<file path="src/design/mqbp_pkg.sv">
// Package for the moment quantizer and bit packer.
// Holds the shared widths, constants, beat types and the back-end state type.
// No dependencies.
package mqbp_pkg;

  localparam int FRACTION_BITS  = 30;
  localparam int MAX_CODE_WIDTH = 31;

  localparam int SAMPLE_W = 32;
  localparam int CW_W     = 5;
  localparam int DIFF_W   = SAMPLE_W + 1;
  localparam int PROD_W   = DIFF_W + MAX_CODE_WIDTH;
  localparam int QUO_W    = MAX_CODE_WIDTH;
  localparam int ACC_W    = 7;
  localparam int CNT_W    = 3;
  localparam int PACK_W   = QUO_W + ACC_W;
  localparam int TOTAL_W  = 6;
  localparam int NBYTE_W  = 3;
  localparam int OBUF_W   = 32;
  localparam int IDX_W    = $clog2(QUO_W);

  localparam int QUEUE_DEPTH = 2;
  localparam int QPTR_W      = $clog2(QUEUE_DEPTH);
  localparam int QCNT_W      = $clog2(QUEUE_DEPTH + 1);

  localparam logic signed [SAMPLE_W-1:0] RANGE_MIN_RESET = -32'sd341782638;
  localparam logic signed [SAMPLE_W-1:0] RANGE_MAX_RESET = 32'sd341782638;
  localparam logic signed [DIFF_W-1:0]   ONE_FIXED = DIFF_W'(1) << FRACTION_BITS;

  // Configuration register indexes
  localparam logic REG_RANGE_MIN = 1'b0;
  localparam logic REG_RANGE_MAX = 1'b1;

  // Item actions
  localparam logic ACT_QUANT = 1'b0;
  localparam logic ACT_FLUSH = 1'b1;

  typedef struct packed {
    logic                       action;
    logic signed [SAMPLE_W-1:0] sample;
    logic                       is_zeroth;
    logic [CW_W-1:0]            code_width;
  } in_item_t;

  typedef struct packed {
    logic [7:0] packed_byte;
    logic       last;
  } out_item_t;

  // Classified work entry passed from front to back
  typedef struct packed {
    logic              flush;
    logic              zero_code;
    logic [CW_W-1:0]   width;
    logic [DIFF_W-1:0] diff;
    logic [DIFF_W-1:0] span;
  } job_t;

  typedef enum logic [2:0] {
    ST_IDLE,
    ST_MUL,
    ST_SHIFT,
    ST_DIV,
    ST_PACK,
    ST_EMIT
  } back_state_t;

endpackage

</file>
<file path="src/design/mqbp_front.sv">
// Front end: configuration registers, clamping and range classification.
// Depends on mqbp_pkg.
module mqbp_front import mqbp_pkg::*; (
  input  logic                clk,
  input  logic                rst,
  input  logic                cfg_write,
  input  logic                cfg_index,
  input  logic [SAMPLE_W-1:0] cfg_data,
  input  logic                in_valid,
  output logic                in_stall,
  input  in_item_t            in_data,
  output logic                q_push,
  output job_t                q_entry,
  input  logic                q_full
);

  logic signed [SAMPLE_W-1:0] range_min;
  logic signed [SAMPLE_W-1:0] range_max;

  logic signed [DIFF_W-1:0] lo;
  logic signed [DIFF_W-1:0] hi;
  logic signed [DIFF_W-1:0] smp;
  logic signed [DIFF_W-1:0] clamped;
  logic [CW_W-1:0]          width;
  logic                     empty_range;

  always_ff @(posedge clk) begin
    if (rst) begin
      range_min <= RANGE_MIN_RESET;
      range_max <= RANGE_MAX_RESET;
    end else if (cfg_write) begin
      case (cfg_index)
        REG_RANGE_MIN: range_min <= cfg_data;
        REG_RANGE_MAX: range_max <= cfg_data;
        default: ;
      endcase
    end
  end

  always_comb begin
    lo  = in_data.is_zeroth ? '0 : DIFF_W'(range_min);
    hi  = in_data.is_zeroth ? ONE_FIXED : DIFF_W'(range_max);
    smp = DIFF_W'(in_data.sample);
    empty_range = (hi <= lo);
    if (smp < lo) begin
      clamped = lo;
    end else if (smp > hi) begin
      clamped = hi;
    end else begin
      clamped = smp;
    end
    width = (in_data.code_width > CW_W'(MAX_CODE_WIDTH)) ? CW_W'(MAX_CODE_WIDTH)
                                                         : in_data.code_width;
    q_entry.flush     = (in_data.action == ACT_FLUSH);
    q_entry.zero_code = empty_range || (width == '0);
    q_entry.width     = width;
    q_entry.diff      = clamped - lo;
    q_entry.span      = hi - lo;
  end

  assign in_stall = q_full;
  assign q_push   = in_valid && !q_full;

endmodule

</file>
<file path="src/design/mqbp_queue.sv">
// Short work queue between the front and back ends.
// Depends on mqbp_pkg.
module mqbp_queue import mqbp_pkg::*; (
  input  logic clk,
  input  logic rst,
  input  logic push,
  input  job_t push_entry,
  output logic full,
  input  logic pop,
  output job_t pop_entry,
  output logic nonempty
);

  job_t              slots [QUEUE_DEPTH];
  logic [QPTR_W-1:0] wptr;
  logic [QPTR_W-1:0] rptr;
  logic [QCNT_W-1:0] count;

  assign full      = (count == QCNT_W'(QUEUE_DEPTH));
  assign nonempty  = (count != '0);
  assign pop_entry = slots[rptr];

  always_ff @(posedge clk) begin
    if (push) begin
      slots[wptr] <= push_entry;
    end
  end

  always_ff @(posedge clk) begin
    if (rst) begin
      wptr  <= '0;
      rptr  <= '0;
      count <= '0;
    end else begin
      if (push) begin
        wptr <= (wptr == QPTR_W'(QUEUE_DEPTH - 1)) ? '0 : wptr + 1'b1;
      end
      if (pop) begin
        rptr <= (rptr == QPTR_W'(QUEUE_DEPTH - 1)) ? '0 : rptr + 1'b1;
      end
      case ({push, pop})
        2'b10:   count <= count + 1'b1;
        2'b01:   count <= count - 1'b1;
        default: ;
      endcase
    end
  end

endmodule

</file>
<file path="src/design/mqbp_back.sv">
// Back end: code computation by restoring division, bit packing, byte output.
// Depends on mqbp_pkg.
module mqbp_back import mqbp_pkg::*; (
  input  logic      clk,
  input  logic      rst,
  input  logic      q_nonempty,
  input  job_t      q_entry,
  output logic      q_pop,
  output logic      out_valid,
  input  logic      out_stall,
  output out_item_t out_data
);

  back_state_t state;
  back_state_t state_next;

  job_t                 job;
  logic [PROD_W-1:0]    prod;
  logic [DIFF_W-1:0]    rem;
  logic [QUO_W-1:0]     plow;
  logic [IDX_W-1:0]     idx;
  logic [QUO_W-1:0]     quo;
  logic [ACC_W-1:0]     acc;
  logic [CNT_W-1:0]     cnt;
  logic [OBUF_W-1:0]    obuf;
  logic [NBYTE_W-1:0]   left;

  logic                 load_out;
  logic [DIFF_W:0]      trial;
  logic [DIFF_W:0]      trial_sub;
  logic                 trial_ge;
  logic [QUO_W-1:0]     code;
  logic [PACK_W-1:0]    pack_word;
  logic [PACK_W-1:0]    pack_rest;
  logic [TOTAL_W-1:0]   total;
  logic [NBYTE_W-1:0]   nbytes;

  // Datapath helpers
  always_comb begin
    trial     = {rem, plow[idx]};
    trial_sub = trial - {1'b0, job.span};
    trial_ge  = (trial >= {1'b0, job.span});
    code      = job.zero_code ? '0 : quo;
    pack_word = ({{ACC_W{1'b0}}, code} << cnt) | {{QUO_W{1'b0}}, acc};
    total     = TOTAL_W'(cnt) + TOTAL_W'(job.width);
    nbytes    = total[TOTAL_W-1:3];
    pack_rest = pack_word >> {nbytes, 3'b000};
  end

  always_comb begin
    state_next = state;
    q_pop      = 1'b0;
    load_out   = 1'b0;
    case (state)
      ST_IDLE: begin
        if (q_nonempty) begin
          q_pop = 1'b1;
          if (q_entry.flush) begin
            state_next = (cnt != '0) ? ST_EMIT : ST_IDLE;
          end else begin
            state_next = q_entry.zero_code ? ST_PACK : ST_MUL;
          end
        end
      end
      ST_MUL:   state_next = ST_SHIFT;
      ST_SHIFT: state_next = ST_DIV;
      ST_DIV: begin
        if (idx == '0) begin
          state_next = ST_PACK;
        end
      end
      ST_PACK:  state_next = (nbytes == '0) ? ST_IDLE : ST_EMIT;
      ST_EMIT: begin
        load_out = !out_valid || !out_stall;
        if (load_out && left == NBYTE_W'(1)) begin
          state_next = ST_IDLE;
        end
      end
      default:  state_next = ST_IDLE;
    endcase
  end

  always_ff @(posedge clk) begin
    if (rst) begin
      state <= ST_IDLE;
    end else begin
      state <= state_next;
    end
  end

  // Packing state
  always_ff @(posedge clk) begin
    if (rst) begin
      acc <= '0;
      cnt <= '0;
    end else if (state == ST_IDLE && q_nonempty && q_entry.flush) begin
      acc <= '0;
      cnt <= '0;
    end else if (state == ST_PACK) begin
      acc <= pack_rest[ACC_W-1:0];
      cnt <= total[CNT_W-1:0];
    end
  end

  // Work registers
  always_ff @(posedge clk) begin
    case (state)
      ST_IDLE: begin
        if (q_nonempty) begin
          job  <= q_entry;
          quo  <= '0;
          obuf <= OBUF_W'(acc);
          left <= NBYTE_W'(1);
        end
      end
      ST_MUL: begin
        prod <= (PROD_W'(job.diff) << job.width) - PROD_W'(job.diff);
      end
      ST_SHIFT: begin
        rem  <= DIFF_W'(prod >> job.width);
        plow <= prod[QUO_W-1:0];
        idx  <= IDX_W'(job.width - 1'b1);
      end
      ST_DIV: begin
        rem <= trial_ge ? trial_sub[DIFF_W-1:0] : trial[DIFF_W-1:0];
        quo <= {quo[QUO_W-2:0], trial_ge};
        idx <= idx - 1'b1;
      end
      ST_PACK: begin
        obuf <= pack_word[OBUF_W-1:0];
        left <= nbytes;
      end
      ST_EMIT: begin
        if (load_out) begin
          obuf <= obuf >> 8;
          left <= left - 1'b1;
        end
      end
      default: ;
    endcase
  end

  // Output register
  always_ff @(posedge clk) begin
    if (rst) begin
      out_valid <= 1'b0;
    end else if (load_out) begin
      out_valid <= 1'b1;
    end else if (!out_stall) begin
      out_valid <= 1'b0;
    end
  end

  always_ff @(posedge clk) begin
    if (load_out) begin
      out_data.packed_byte <= obuf[7:0];
      out_data.last        <= (left == NBYTE_W'(1));
    end
  end

  a_rem_below_span: assert property (@(posedge clk) disable iff (rst)
    state == ST_DIV |-> rem < job.span)
    else $error("division remainder not below span");

  a_code_fits: assert property (@(posedge clk) disable iff (rst)
    (state == ST_PACK && !job.zero_code) |-> (quo >> job.width) == '0)
    else $error("code wider than its width");

  a_acc_clean: assert property (@(posedge clk) disable iff (rst)
    (acc >> cnt) == '0)
    else $error("stray bits above pending count");

  a_emit_has_bytes: assert property (@(posedge clk) disable iff (rst)
    state == ST_EMIT |-> left != '0)
    else $error("emit with no bytes left");

endmodule

</file>
<file path="src/design/moment_quantize_bit_packer.sv">
// Moment quantizer with LSB-first byte packer: top level.
// Depends on mqbp_pkg, mqbp_front, mqbp_queue and mqbp_back.
// Quantize items pass the front and queue to back-end states MUL, SHIFT, DIV (one bit
//   per cycle) and PACK, then EMIT and the output register once whole bytes are ready; an
//   empty range or zero width skips MUL, SHIFT and DIV. New items start only in IDLE.
// A flush goes to EMIT only with bits pending. Reset (sync, active high)
// restores the ranges, empties the accumulator and the queue; no clearing pass is needed.
module moment_quantize_bit_packer import mqbp_pkg::*; (
  input  logic                clk,
  input  logic                rst,
  input  logic                cfg_write,
  input  logic                cfg_index,
  input  logic [SAMPLE_W-1:0] cfg_data,
  input  logic                in_valid,
  output logic                in_stall,
  input  in_item_t            in_data,
  output logic                out_valid,
  input  logic                out_stall,
  output out_item_t           out_data
);

  // Front classifies each beat into a job: clamp, diff and span, or flush.
  job_t push_entry;
  job_t pop_entry;
  logic push;
  logic pop;
  logic full;
  logic nonempty;

  mqbp_front u_front (
    .clk       (clk),
    .rst       (rst),
    .cfg_write (cfg_write),
    .cfg_index (cfg_index),
    .cfg_data  (cfg_data),
    .in_valid  (in_valid),
    .in_stall  (in_stall),
    .in_data   (in_data),
    .q_push    (push),
    .q_entry   (push_entry),
    .q_full    (full)
  );

  // Queue decouples the front from the multi-cycle back end, so new beats
  // are taken while a code is still being divided or bytes wait to drain.
  mqbp_queue u_queue (
    .clk        (clk),
    .rst        (rst),
    .push       (push),
    .push_entry (push_entry),
    .full       (full),
    .pop        (pop),
    .pop_entry  (pop_entry),
    .nonempty   (nonempty)
  );

  // Back end: form diff*(2^w-1), divide by span one bit per cycle, append
  // the code to the pending bits and drain whole bytes through the output
  // register, marking the final byte of each item with last.
  mqbp_back u_back (
    .clk        (clk),
    .rst        (rst),
    .q_nonempty (nonempty),
    .q_entry    (pop_entry),
    .q_pop      (pop),
    .out_valid  (out_valid),
    .out_stall  (out_stall),
    .out_data   (out_data)
  );

endmodule

</file>
<file path="config.mk">
export PLATFORM = sky130hd
export DESIGN_NAME = moment_quantize_bit_packer
export DESIGN_NICKNAME = d
export VERILOG_FILES = /design/src/design/mqbp_pkg.sv /design/src/design/mqbp_front.sv /design/src/design/mqbp_queue.sv /design/src/design/mqbp_back.sv /design/src/design/moment_quantize_bit_packer.sv
export SDC_FILE = /design/constraint.sdc
export NUM_CORES = 2
export LEC_CHECK = 0
export BUFFER_PORTS_ARGS = -buffer_cell sky130_fd_sc_hd__buf_4
export CORE_ASPECT_RATIO = 0.7
export CORE_MARGIN = 3
export CORE_UTILIZATION = 60
export DETAILED_ROUTE_END_ITERATION = 8
export PLACE_DENSITY = 0.82
export SLEW_MARGIN = 25
export SYNTH_ARGS = -nofsm -noshare
export SYNTH_HDL_FRONTEND = slang
export SYNTH_SLANG_ARGS = --single-unit
</file>
<file path="constraint.sdc">
create_clock -name clk -period 15 [get_ports clk]
set_clock_uncertainty 0.15 [all_clocks]
set_input_delay 0.75 -clock clk [delete_from_list [all_inputs] [get_ports clk]]
set_output_delay 0.75 -clock clk [all_outputs]
set_load 0.01 [all_outputs]
</file>
# == Word level (Yosys, flattened, before mapping) ==
# Memories as Yosys holds them, arrays and structs flattened. A register that Yosys moved wholly into a read port is not among the register bits.
# Index checks and enable logic that the tools add are counted.
# W data, S select, Z words.
# op_classes
n_addsub,12
n_mul,0
div,0
order_cmp,6
eq_ne,14
n_shift,4
n_mux,39
n_bitwise,2
reduce_logical,26
# ops
cell,n
$mux W33,5
$sub A33 B33 Y33,3
$pmux W32 S3,1
$pmux W33 S2,1
$mux W32,2
$shl A33 B5 Y64,1
$shr A64 B5 Y33,1
$sub A64 B33 Y64,1
$mux W31,2
$pmux W31 S2,1
$or A38 B7 Y38,1
$shl A31 B3 Y38,1
$shr A38 B6 Y7,1
$ge A34 B33 Y1,1
$gt A32 B33 Y1,1
$le A33 B33 Y1,1
$lt A32 B33 Y1,1
$mux W3,9
$pmux W3 S6,1
$mux W1,12
$logic_not A5 Y1,2
$ne A2 B1 Y1 const B,5
$pmux W5 S2,1
$sub A5 B1 Y5 const B,2
other kinds (26),46
# word_totals
ff_bits,362
latchBits,0
ramBits,146
romBits,0
inputBits,77
output_inout_bits,11
word_cells,126
memories,1
# mem_list
memory,depth,width,rd,rd_ports_with_merged_regs,write_ports,line_no,rtl
u_queue.slots,2,73,1,1,1,mqbp_queue.sv:14,job_t slots [QUEUE_DEPTH];

# == Longest topological paths before layout ==
# depth
depth_word,5
depth_mapped,30
depth_no_buf,26

# == Cells and area by module ==
# Synthesis repeated with hierarchy kept, for this count alone.
# hier_totals
hier_cells,4054
area_unflattened_um2,38358.0
# modules_own_cells
mod,n_inst,cells_each,area_each_um2,seq_area_each_um2
mqbp_back,1,2451,23306.1,8688.3
mqbp_front,1,1354,9580.4,1281.2
mqbp_queue,1,249,5471.5,4484.3

# == Least setup slack after synthesis ==
# No wires, ideal clock.
# synth_timing
path_kind,input -> register
startpoint,in in_data[5] (netlist name)
endpoint,"mem u_queue.slots[0][63] (netlist name), data pin"
setup_ps,264
arrival_time_ps,6145
t_required_ps,14586
path_slack_ps,8441
cell_stages,28
n_path_buf,3
cell_sequence,clkbuf_1 nand2b_1 ha_1 nor2b_1 o21a_1 o21a_1 o21ai_0 nand2b_1 a211o_1 a211oi_1 mux2_2 clkbuf_1 buf_1 mux2i_1 mux2i_1 ha_1 inv_1 fa_1 a211oi_1 o21ai_0 nor4b_1 a211oi_1 a21oi_1 a311oi_1 o41ai_1 a21o_1 a21oi_1 xnor2_1
# synth_lines
item,line_no,rtl
from (decl),moment_quantize_bit_packer.sv:16,"input in_item_t in_data,"
to (decl),mqbp_queue.sv:14,

==> reports/qor.csv <==
stage,metric,value,unit
status,run_status,"finished, final reports clean",
die,start_util,61.13,%
worst_setup_path,path_class,in -> reg,
clock_tree,post_cts_hold_buffer_count,0,
clock_tree,post-cts-setup-buffers,0,
sta,hold_viol_final,0,
sta,grt_setup_unrepaired,false,
placement,numPortBuffers,87,
yosys,synth-async-reset-ratio,0,%
die,die-area,62920,µm²
cells_and_area,layout-drive-gt1-share,13.18,%
global_route,antenna_found_initial,4,
yosys,synth_sequential_area_ratio,40.21,%
yosys,synthDominantAreaCellType,edfxtp_1,
power,p_total,9.194,mW
worst_setup_path,r2r_start,u_front.range_max[1],
power,power.ir.vdd_worst,142.1,µV
detailed_routing,drtIter0Drc,3860,
sta,slew-limit-headroom,30.82,%
detailed_routing,drtAntennaViolNets,0,
placement,place_ws,7340,ps
clock_tree,clk_path_buf_depth,3,
worst_setup_path,worstSetupStartpointType,input port,
power,power.static_leakage,15.41,nW
yosys,yosys_warnings,0,
hold_path,whs_endpoint,u_queue.slots[0][72],
sta,min_period_over_period,46.30,%
yosys,syn_inst,3600,
clock_tree,cts-htree-levels,2,
detailed_routing,firstDrtPassIters,6,
hold_path,timing.hold.worst.start,in_data[38],
cells_and_area,diodes,0,
global_route,grt_pass1_wl,148800,µm
worst_setup_path,rr_worst_depth,25,
yosys,post_synth_most_frequent_cells,"433 x nand2_1, 426 x edfxtp_1, 297 x nor2_1",
job,max_cap_viol,0,
cells_and_area,finalNetCount,3848,
yosys,ys_dominant_reg_cell,edfxtp_1,
placement,gp_congestion,0.9896,
worst_setup_path,timing.reg2reg.setup_slack,8360,ps
worst_setup_path,arrival_time_of_data_at_the_critical_path_endpoint,7150,ps
placement,post-dp-hpwl,71010,µm
detailed_routing,wire_per_inst,21.91,µm
sta,fin_tns_setup,0,ps
yosys,postSynthRegisterBits,509,
sta,maxSlewViolCount,0,
clock_tree,clock_latency,640,ps
die,placeableCoreArea,58790,µm²
yosys,synth-edff-count,426,
detailed_routing,vias,28701,
sta,fmax,144.0,MHz
yosys,netlist-cell-type-count,93,
global_route,pin_count_of_the_biggest_net_entering_global_routing,85,
global_route,first_global_vias,26112,
die,ioPinCount,88,
clock_tree,number_of_cells_upsized_or_downsized_after_cts,0,
global_route,grt_util_all_layers,29.75,%
hold_path,min_delay_path_depth,1,
sta,setup_ws,8054,ps
sta,period_minus_slack,6946,ps
sta,worst_slew_pin_slew,1038,ps
detailed_routing,drc,0,
yosys,netlist.area_leader.share,35.59,%
yosys,synth.area.top_cells,"edfxtp_1 36%, ha_1 7.0%, mux4_2 7.0%",
global_route,global_route.overflow_total,0,
detailed_routing,drt-total-wl,96440,µm
worst_setup_path,r2r_end,u_queue.slots[0][63],
hold_path,hold_class,in -> reg,
die,fp-row-count,74,
worst_setup_path,worst-path-max-fanout,65,
yosys,postSynthAreaPerCell,9.984,µm²
sta,timing.final.setup_violations,0,
clock_tree,cts.reportedPaths.clkPinSlew,70,ps
worst_setup_path,endpoint_kind,register,
yosys,post-synth-top-count-cell,nand2_1,
cells_and_area,areaGrowthSynthToFinish,7.805,%
cells_and_area,utilization,65.90,%
power,p_per_area,237.3,nW/µm²
die,fp.dieH,210.8,µm
die,die_width,298.5,µm
clock_tree,numCtsBuffers,48,
worst_setup_path,required,15200,ps
detailed_routing,post_drt_via_cell_ratio,6.521,
clock_tree,root_driver,clkbuf_16,
clock_tree,clock_sink_total,509,
yosys,synth_nets,3883,
yosys,synth.cell_area,35940,µm²
clock_tree,tritoncts_clock_tree,yes,
report_power, final:
group          internal, mW  switching (mW)  total, mW
Clock                 0.694           0.569       1.26
Sequential             2.25           0.344       2.60
Combinational          2.06            3.27       5.33
Total                  5.01            4.18       9.19
cells in the final DEF, fill, tap and decap left out, drive strengths merged, types with 13 or more instances in the layout:
master	n
mux4	111
and3	44
a21o	87
buf	126
a31oi	29
and2	15
nor2b	51
o21ai	173
o211ai	25
mux2	105
a21oi	271
inv	150
clkbuf	58
edfxtp	426
or3	14
nand3b	42
o21a	30
nor2	297
or2	18
ha	201
clkinv	16
nand2	433
nand2b	117
nand3	37
dfxtp	83
mux2i	178
nor3	44
nand4	39
a211oi	62
o31ai	13
xnor2	85
xor2	52
worst max-delay path: stages:
cell and delay, ps:
buf_4 400, nand2b_1 250, ha_1 270, nor2b_1 140
o21a_1 160, o21a_1 160, o21ai_0 150, nand2b_1 70
a211o_1 330, a211oi_1 280, mux2_4 620, mux2i_1 250
mux2i_1 90, ha_1 220, inv_1 70, fa_1 220
a211oi_1 110, o21ai_0 270, nor4b_1 370, a211oi_1 150
a21oi_1 310, a311oi_1 180, o41ai_1 820, a21o_1 230
a21oi_1 80, xnor2_1 150
routing by layer:
metal	track usage [%]	part of all wire (%)	vias to the layer above
met5	0	0.054	-
met2	43.33	43	1609
met1	45.74	43	13674
met4	7.081	2.2	6
li1	-	-	13234
met3	6.010	12	178
cell families (layout without fill, tap and decap cells):
family / count (synthesis) / count (layout) / share of synthesized area [%]
fa+ha+maj: 206 / 206 / 7.276
buf+inv: 353 / 356 / 3.843
compound gates: 812 / 812 / 14.29
simple gates: 1189 / 1189 / 15.79
mux: 394 / 394 / 15.24
xor+xnor: 137 / 137 / 3.338
flops: 509 / 509 / 40.21
worst max path at each step:
stage	start	endpoint	slack [ps]	cells past startpoint
floorplan	in_data[5]	u_queue.slots[0][63]	8440	28
global placement	in_data[5]	u_queue.slots[0][63]	7390	26
detailed placement	in_data[5]	u_queue.slots[0][63]	7340	26
CTS	in_data[5]	u_queue.slots[0][63]	7960	26
global route	in_data[5]	u_queue.slots[0][63]	7770	26
finish	in_data[5]	u_queue.slots[0][63]	8050	26
final cells by class:
class | count | area, µm²
Clock buffer | 58 | 1249
Clock inverter | 30 | 381.6
Fill cell | 4498 | 20050
Inverter | 142 | 533.0
Multi-Input combinational cell | 2738 | 20170
Sequential cell | 509 | 14460
Tap cell | 798 | 998.5
Timing Repair Buffer | 126 | 960.9
per-stage QoR:
stage          cell area (µm²)  instances  hold slack, ps
2_1_floorplan            35940       3600           250.3
3_3_place_gp             37090       4312           250.6
3_5_place_dp             37090       4312           254.5
4_1_cts                  38720       4400           106.3
5_1_grt                  38750       4401           123.7
6_report                 38750       4401           148.1
state kept, by name (all words and copies together), names as in the netlist, 2 cells and up, named ones only:
register           count
u_back.prod           64
u_back.quo            31
u_back.job            72
u_queue.count          2
u_back.idx             5
u_back.plow           31
u_back.acc             7
u_back.left            3
u_back.out_data        9
u_back.obuf           32
u_front.range_max     32
u_queue.slots        146
u_back.cnt             3
u_back.rem            33
u_back.state           3
u_front.range_min     32
No activity file was read; power rests on OpenSTA's default activity.
